==> config.mk <==
export PLATFORM = sky130hd
export DESIGN_NAME = guillotine_rect_packer_top
export DESIGN_NICKNAME = d
export VERILOG_FILES = /design/src/sv/grp_pkg.sv /design/src/sv/guillotine_rect_packer_top.sv
export SDC_FILE = /design/constraint.sdc
export NUM_CORES = 2
export LEC_CHECK = 0
export BUFFER_PORTS_ARGS = -buffer_cell sky130_fd_sc_hd__buf_2
export CAP_MARGIN = 25
export CORE_UTILIZATION = 60
export CTS_BUF_LIST = sky130_fd_sc_hd__clkbuf_8
export DETAILED_ROUTE_END_ITERATION = 6
export PLACE_DENSITY = 0.76
export SETUP_SLACK_MARGIN = 0.1
export SLEW_MARGIN = 25
export SYNTH_ARGS = -nofsm -noshare
export SYNTH_HDL_FRONTEND = slang
export SYNTH_SLANG_ARGS = --single-unit
==> constraint.sdc <==
create_clock -name clock -period 12.9 [get_ports clock]
set_input_delay 1.29 -clock clock [delete_from_list [all_inputs] [get_ports clock]]
set_output_delay 1.29 -clock clock [all_outputs]
set_load 0.02 [all_outputs]
==> src/sv/grp_pkg.sv <==
// Shared types for the guillotine rectangle packer.
// Item structs, CSR indexes and sequencer states. No dependencies.
package grp_pkg;

   typedef struct packed {
      logic        start_layout;
      logic [11:0] block_width;
      logic [11:0] block_height;
      logic [15:0] block_id;
   } req_type;

   typedef struct packed {
      logic        placed;
      logic [11:0] pos_x;
      logic [11:0] pos_y;
      logic [15:0] id_out;
   } rsp_type;

   localparam int CSR_IDX_W = 2;
   localparam logic [CSR_IDX_W-1:0] CSR_BIN_WIDTH  = 2'd0;
   localparam logic [CSR_IDX_W-1:0] CSR_BIN_HEIGHT = 2'd1;
   localparam logic [11:0] BIN_RESET = 12'd1024;

   typedef enum logic [4:0] {
      ST_IDLE   = 5'b00001,
      ST_READ   = 5'b00010,
      ST_CHECK  = 5'b00100,
      ST_WRITE2 = 5'b01000,
      ST_OUT    = 5'b10000
   } state_type;

endpackage

==> src/sv/guillotine_rect_packer_top.sv <==
// Guillotine rectangle packer top level.
// Free list kept as a linked list in one synchronous memory; uses grp_pkg.
//
// Usage:
//  - req_* channel: one item per rectangle (valid/stall). start_layout=1 resets
//    the free list to the whole bin before the item is placed.
//  - rsp_* channel: exactly one result item per request, in order (valid/stall).
//  - csr_* channel: index 0 = bin_width, 1 = bin_height (valid/ready, always
//    ready). Write only while idle.
//  - Each free-list entry walked takes a memory read (ST_READ), then a compare
//    and modify (ST_CHECK); the walk ends at the first hit, or after all
//    entries when nothing fits. A hit is compared and then written back
//    (ST_CHECK, then ST_WRITE2) before ST_OUT loads the result register.
//  - One item in flight; a new item is accepted once the previous result
//    sits in the output register, even if the receiver stalls it.
//  - Reset: list empty (every item not placed until a layout start), bin
//    registers 1024 x 1024, output invalid. No clearing pass.
//  - rsp_stall holds the result register; the sequencer waits in its
//    output state until the register frees up.
module guillotine_rect_packer_top #(
   parameter int MAX_BLOCKS = 64,
   parameter int COORD_BITS = 12
) (
   input  logic                            clock,
   input  logic                            reset,
   input  logic                            req_valid,
   output logic                            req_stall,
   input  grp_pkg::req_type                req_data,
   output logic                            rsp_valid,
   input  logic                            rsp_stall,
   output grp_pkg::rsp_type                rsp_data,
   input  logic                            csr_valid,
   output logic                            csr_ready,
   input  logic [grp_pkg::CSR_IDX_W-1:0]   csr_index,
   input  logic [11:0]                     csr_wdata
);
   import grp_pkg::*;

   localparam int CB      = COORD_BITS;
   localparam int DEPTH   = MAX_BLOCKS + 1;
   localparam int IDX_W   = $clog2(DEPTH);
   localparam int CNT_W   = $clog2(DEPTH + 1);
   localparam int ENTRY_W = 4 * CB + IDX_W;

   logic [ENTRY_W-1:0] mem [DEPTH];
   logic [ENTRY_W-1:0] rd_ff;
   logic               wr_en;
   logic [IDX_W-1:0]   wr_addr;
   logic [ENTRY_W-1:0] wr_data;
   logic               rd_en;

   state_type          state_ff, state_in;
   req_type            item_ff;
   logic [CNT_W-1:0]   count_ff, count_in;
   logic [CNT_W-1:0]   steps_ff, steps_in;
   logic [IDX_W-1:0]   ptr_ff, ptr_in;
   logic [ENTRY_W-1:0] down_ff, down_in;
   logic               found_ff, found_in;
   logic [CB-1:0]      px_ff, px_in, py_ff, py_in;
   logic [11:0]        bin_w_ff, bin_h_ff;
   logic               rsp_valid_ff;
   rsp_type            rsp_ff;

   logic [CB-1:0]      w_c, h_c, ex, ey, ew, eh;
   logic [IDX_W-1:0]   enext;
   logic               accept, fits;

   assign w_c   = CB'(item_ff.block_width);
   assign h_c   = CB'(item_ff.block_height);
   assign ex    = rd_ff[4*CB+IDX_W-1 -: CB];
   assign ey    = rd_ff[3*CB+IDX_W-1 -: CB];
   assign ew    = rd_ff[2*CB+IDX_W-1 -: CB];
   assign eh    = rd_ff[CB+IDX_W-1 -: CB];
   assign enext = rd_ff[IDX_W-1:0];
   assign fits  = (w_c <= ew) && (h_c <= eh);

   assign req_stall = (state_ff != ST_IDLE);
   assign accept    = req_valid && !req_stall;
   assign csr_ready = 1'b1;

   always_comb begin
      state_in = state_ff;
      count_in = count_ff;
      steps_in = steps_ff;
      ptr_in   = ptr_ff;
      down_in  = down_ff;
      found_in = found_ff;
      px_in    = px_ff;
      py_in    = py_ff;
      wr_en    = 1'b0;
      wr_addr  = '0;
      wr_data  = '0;
      rd_en    = 1'b0;
      unique case (state_ff)
         ST_IDLE: begin
            if (accept) begin
               found_in = 1'b0;
               px_in    = '0;
               py_in    = '0;
               ptr_in   = '0;
               steps_in = '0;
               state_in = ST_READ;
               if (req_data.start_layout) begin
                  wr_en    = 1'b1;
                  wr_addr  = '0;
                  wr_data  = {CB'(0), CB'(0), CB'(bin_w_ff), CB'(bin_h_ff), IDX_W'(0)};
                  count_in = CNT_W'(1);
               end
            end
         end
         ST_READ: begin
            if (count_ff >= CNT_W'(DEPTH) || steps_ff == count_ff) begin
               state_in = ST_OUT;
            end else begin
               rd_en    = 1'b1;
               state_in = ST_CHECK;
            end
         end
         ST_CHECK: begin
            if (fits) begin
               wr_en    = 1'b1;
               wr_addr  = ptr_ff;
               wr_data  = {CB'(ex + w_c), ey, CB'(ew - w_c), h_c, count_ff[IDX_W-1:0]};
               down_in  = {ex, CB'(ey + h_c), ew, CB'(eh - h_c), enext};
               found_in = 1'b1;
               px_in    = ex;
               py_in    = ey;
               state_in = ST_WRITE2;
            end else begin
               ptr_in   = enext;
               steps_in = steps_ff + CNT_W'(1);
               state_in = ST_READ;
            end
         end
         ST_WRITE2: begin
            wr_en    = 1'b1;
            wr_addr  = count_ff[IDX_W-1:0];
            wr_data  = down_ff;
            count_in = count_ff + CNT_W'(1);
            state_in = ST_OUT;
         end
         ST_OUT: begin
            if (!rsp_valid_ff || !rsp_stall) begin
               state_in = ST_IDLE;
            end
         end
         default: state_in = ST_IDLE;
      endcase
   end

   always_ff @(posedge clock) begin
      if (wr_en) begin
         mem[wr_addr] <= wr_data;
      end
      if (rd_en) begin
         rd_ff <= mem[ptr_ff];
      end
   end

   always_ff @(posedge clock) begin
      if (reset) begin
         state_ff     <= ST_IDLE;
         count_ff     <= '0;
         rsp_valid_ff <= 1'b0;
         bin_w_ff     <= BIN_RESET;
         bin_h_ff     <= BIN_RESET;
      end else begin
         state_ff <= state_in;
         count_ff <= count_in;
         if (csr_valid && csr_ready) begin
            case (csr_index)
               CSR_BIN_WIDTH:  bin_w_ff <= csr_wdata;
               CSR_BIN_HEIGHT: bin_h_ff <= csr_wdata;
               default: ;
            endcase
         end
         if (state_ff == ST_OUT && (!rsp_valid_ff || !rsp_stall)) begin
            rsp_valid_ff <= 1'b1;
         end else if (!rsp_stall) begin
            rsp_valid_ff <= 1'b0;
         end
      end
   end

   always_ff @(posedge clock) begin
      steps_ff <= steps_in;
      ptr_ff   <= ptr_in;
      down_ff  <= down_in;
      found_ff <= found_in;
      px_ff    <= px_in;
      py_ff    <= py_in;
      if (accept) begin
         item_ff <= req_data;
      end
      if (state_ff == ST_OUT && (!rsp_valid_ff || !rsp_stall)) begin
         rsp_ff.placed <= found_ff;
         rsp_ff.pos_x  <= 12'(px_ff);
         rsp_ff.pos_y  <= 12'(py_ff);
         rsp_ff.id_out <= item_ff.block_id;
      end
   end

   assign rsp_valid = rsp_valid_ff;
   assign rsp_data  = rsp_ff;

`ifndef ASSERT_OFF
   a_count_bound: assert property (@(posedge clock) disable iff (reset)
      count_ff <= CNT_W'(DEPTH))
      else $error("free list count out of range");

   a_count_grow: assert property (@(posedge clock) disable iff (reset)
      state_ff == ST_WRITE2 |=> count_ff == $past(count_ff) + CNT_W'(1))
      else $error("free list did not grow after split");

   a_rsp_src: assert property (@(posedge clock) disable iff (reset)
      $rose(rsp_valid_ff) |-> $past(state_ff == ST_OUT))
      else $error("result raised outside output state");
`endif

endmodule
==> flow_summary.ini <==
[setup_path]
r2r-start = rd_ff[26]
r2r_cells = 10
reg2reg_to = mem[25][28]
crit_slowest_cell = nor2_4
required_ps = 13590
cp.arrival_ps = 7010
max_stage_delay_ps = 890
cp_max_fo = 44
worst-setup-path-type = flip-flop to flip-flop
end_kind = flip-flop
regToRegSetupSlack_ps = 6580
worstSetupStartpointType = flip-flop
crit_chain = ha_1 -> a21oi_1 -> o21ai_0 -> a221oi_1 -> a22oi_2 -> nand2_4 -> inv_4 -> a221o_1 -> nor2_4 -> buf_4

[timing]
relSlewSlack = 0.257
skew_ps = 85.7
setup_viol = 0
fmax_mhz = 158
rsz0062_at_grt = false
worst_pin_slew_ps = 1110
hold_viol_final = 0
setup_tns_ps = 0
maxSlewViolCount = 0
period_share = 0.490
finalCriticalPeriod_ps = 6320

[finish]
final_layout_size_suffix_gt1_frac = 0.303
final_cell_mix = 3805 x edfxtp_1, 1100 x mux4_2, 618 x clkbuf_8, 373 x nor2_1, 293 x inv_1
nets = 7215
post-route-util = 0.673
syn2layout_area_growth_pct = 11.1
final_common_cell = edfxtp_1

[grt]
antenna_found_initial = 19
grt_pass1_vias = 73400
gr-total-overflow = 0
grt_max_degree = 127
grt_use_total = 0.302
grt_pass1_wl_um = 525000

[outcome]
violations = design-rule violations
outcome = finished with violations

[clock_tree]
clock_tree.buffer_depth = 4
clk_latency_ps = 1110
cts_max_level = 6
cts_tree = done
cts_buffers = 607
cts_root_buffer = clkbuf_8
postCtsHoldBufs = 0
cts_resized = 0
clk_pin_slew_ps = 60
cts.sinks = 3842
post_cts_buffers = 0

[drt]
drt-initial-drc-count = 10700
wirelength_um = 371000
ant_nets = 0
vias_per_cell = 6.72
route.vias.total = 72100
drc_errors = 1
wire_per_inst_um = 34.6
firstDrtPassIters = 7

[die]
fp-row-count = 181
core_mm2 = 0.244
dieWidth_um = 498
die-area_mm2 = 0.248
ios = 104
start_util = 0.605
die_h_um = 498

[logic_synthesis]
netlist_area_mm2 = 0.148
netlist_instances = 6468
synth_cell_types = 75
ys_async_sr_fraction = 0
yosysWarnings = 0
ys_ff_latch = 3842
syn_area_per_cell_um2 = 22.8
syn_nets = 6581
synth_flop_cell = edfxtp_1
synth_edf_count = 3805
ys_seq_area_frac = 0.778

[flow_run]
cap_violations = 0

[worst_hold_path]
hold_class = primary input to flip-flop
min_to = item_ff[8]
min_path_cells = 1
min_from = req_data[8]

[pwr]
peakVddDrop_mv = 0.103
power_density_mw_per_mm2 = 145
p_leak_nw = 53.6

[placement]
dp_hpwl_um = 204000
portBuffers = 102
place.gp.congestion = 0.947
## critical path: cells and delay by family (launching register included)
kind,cells,cell delay [ps]
buffers and inverters,2,1110
DFF,1,380
AOI/OAI and AO/OA,5,2310
and+or+nand+nor,2,1680
adders and majority gates,1,390
## worst max-delay path by stage
stage | startpoint | endpoint | slack (ps) | cells past startpoint
global route | w_c[7] | mem[43][30] | 6340 | 11
floorplan | h_c[0] | mem[64][0] | 1360 | 10
CTS | rd_ff[26] | mem[17][20] | 6480 | 10
finish | rd_ff[26] | mem[25][28] | 6580 | 10
detailed placement | rd_ff[26] | mem[19][15] | 6510 | 10
global placement | rd_ff[26] | mem[1][1] | 6430 | 10
## where the power goes
group	internal (W)	switching, W	total [W]	leakage (nW)
Clock	0.00457	0.00458	0.00914	5.99
Combinational	0.000482	0.000625	0.00111	11.6
Sequential	0.0136	0.0000225	0.0136	36.0
Total	0.0186	0.00523	0.0239	53.6
## metrics by stage
step / instance area [um2] / std cells / power [W] / setup slack [ps] / hold WS [ps]
final: 164000 / 10700 / 0.0239 / 6580 / 370
after global routing: 164000 / 10700 / 0.0245 / 6340 / 302
after CTS: 164000 / 10700 / 0.0240 / 6480 / 268
after detailed placement: 154000 / 9691 / 0.0150 / 6510 / 405
after global placement: 153000 / 9680 / 0.0150 / 6430 / 405
after floorplan: 148000 / 6468 / 0.0146 / 1360 / 400
## per-layer routing
layer	up-vias	GRT usage	routed length (um)	part of all wire
met5	-	0	13	0.000035
met4	2	0.149	19700	0.053
met3	796	0.0763	44200	0.12
met2	5029	0.467	177000	0.48
met1	37700	0.407	130000	0.35
li1	28600	-	-	-
## cell usage after synthesis, types with 3 or more instances
library cell,instances,area share
xor2_1,26,0.0015
nand3_1,17,0.00058
a21oi_1,103,0.0035
mux4_2,1100,0.17
nand4_1,6,0.00025
o21ai_0,38,0.0013
a31oi_1,6,0.00025
buf_4,29,0.0015
fa_1,4,0.00054
clkbuf_1,175,0.0044
dfxtp_1,37,0.0050
ha_1,49,0.0041
o31ai_1,5,0.00025
or2_2,4,0.00017
o21a_1,3,0.00015
a211oi_1,3,0.00015
and2_1,34,0.0014
xnor2_1,28,0.0017
a21o_1,11,0.00056
buf_2,62,0.0021
edfxtp_1,3805,0.77
buf_6,19,0.0014
a222oi_1,13,0.00088
nor2_1,429,0.011
inv_1,117,0.0030
nand2b_1,9,0.00038
o22ai_1,57,0.0024
o22a_1,3,0.00018
and3_1,6,0.00025
a22o_1,18,0.0011
nor3_1,28,0.00095
o21bai_1,8,0.00041
nor2b_1,7,0.00030
and4_1,3,0.00018
a22oi_1,11,0.00056
nand2_1,91,0.0023
o21ai_1,4,0.00014
buf_1,42,0.0011
nor4_1,5,0.00021
nand3b_1,6,0.00030
## sequential cells by signal (all words and copies together) (netlist names)
| register | flops |
|---|---|
| mem | 3575 |
| down_ff | 55 |
| rd_ff | 55 |
| rsp_data | 41 |
| item_ff | 16 |
| bin_h_ff | 12 |
| bin_w_ff | 12 |
| h_c | 12 |
| px_ff | 12 |
| py_ff | 12 |
| w_c | 12 |
| count_ff | 7 |
| ptr_ff | 7 |
| steps_ff | 7 |
| state_ff | 5 |
| found_ff | 1 |
| rsp_valid | 1 |
## cells by family after synthesis
group	count (synthesis)	synth area share
DFF	3842	0.778
muxes	1100	0.168
and+or+nand+nor	657	0.0189
buffers and inverters	446	0.0136
AOI/OAI and AO/OA	315	0.0139
xor gates and xnor gates	54	0.00320
adders and majority gates	53	0.00469
other	1	0.0000254
## area by class of cell
| type | count | area (um2) |
|---|---|---|
| diodes | 15 | 37.5 |
| clock buffers | 618 | 8510 |
| clock inverters | 404 | 1920 |
| fillers | 14600 | 79900 |
| inverters | 119 | 457 |
| multi-input cells | 2180 | 31600 |
| flip-flops and latches | 3842 | 115000 |
| well taps | 3202 | 4010 |
| repair buffers | 352 | 2710 |
No activity file was read; power rests on OpenSTA's default activity.
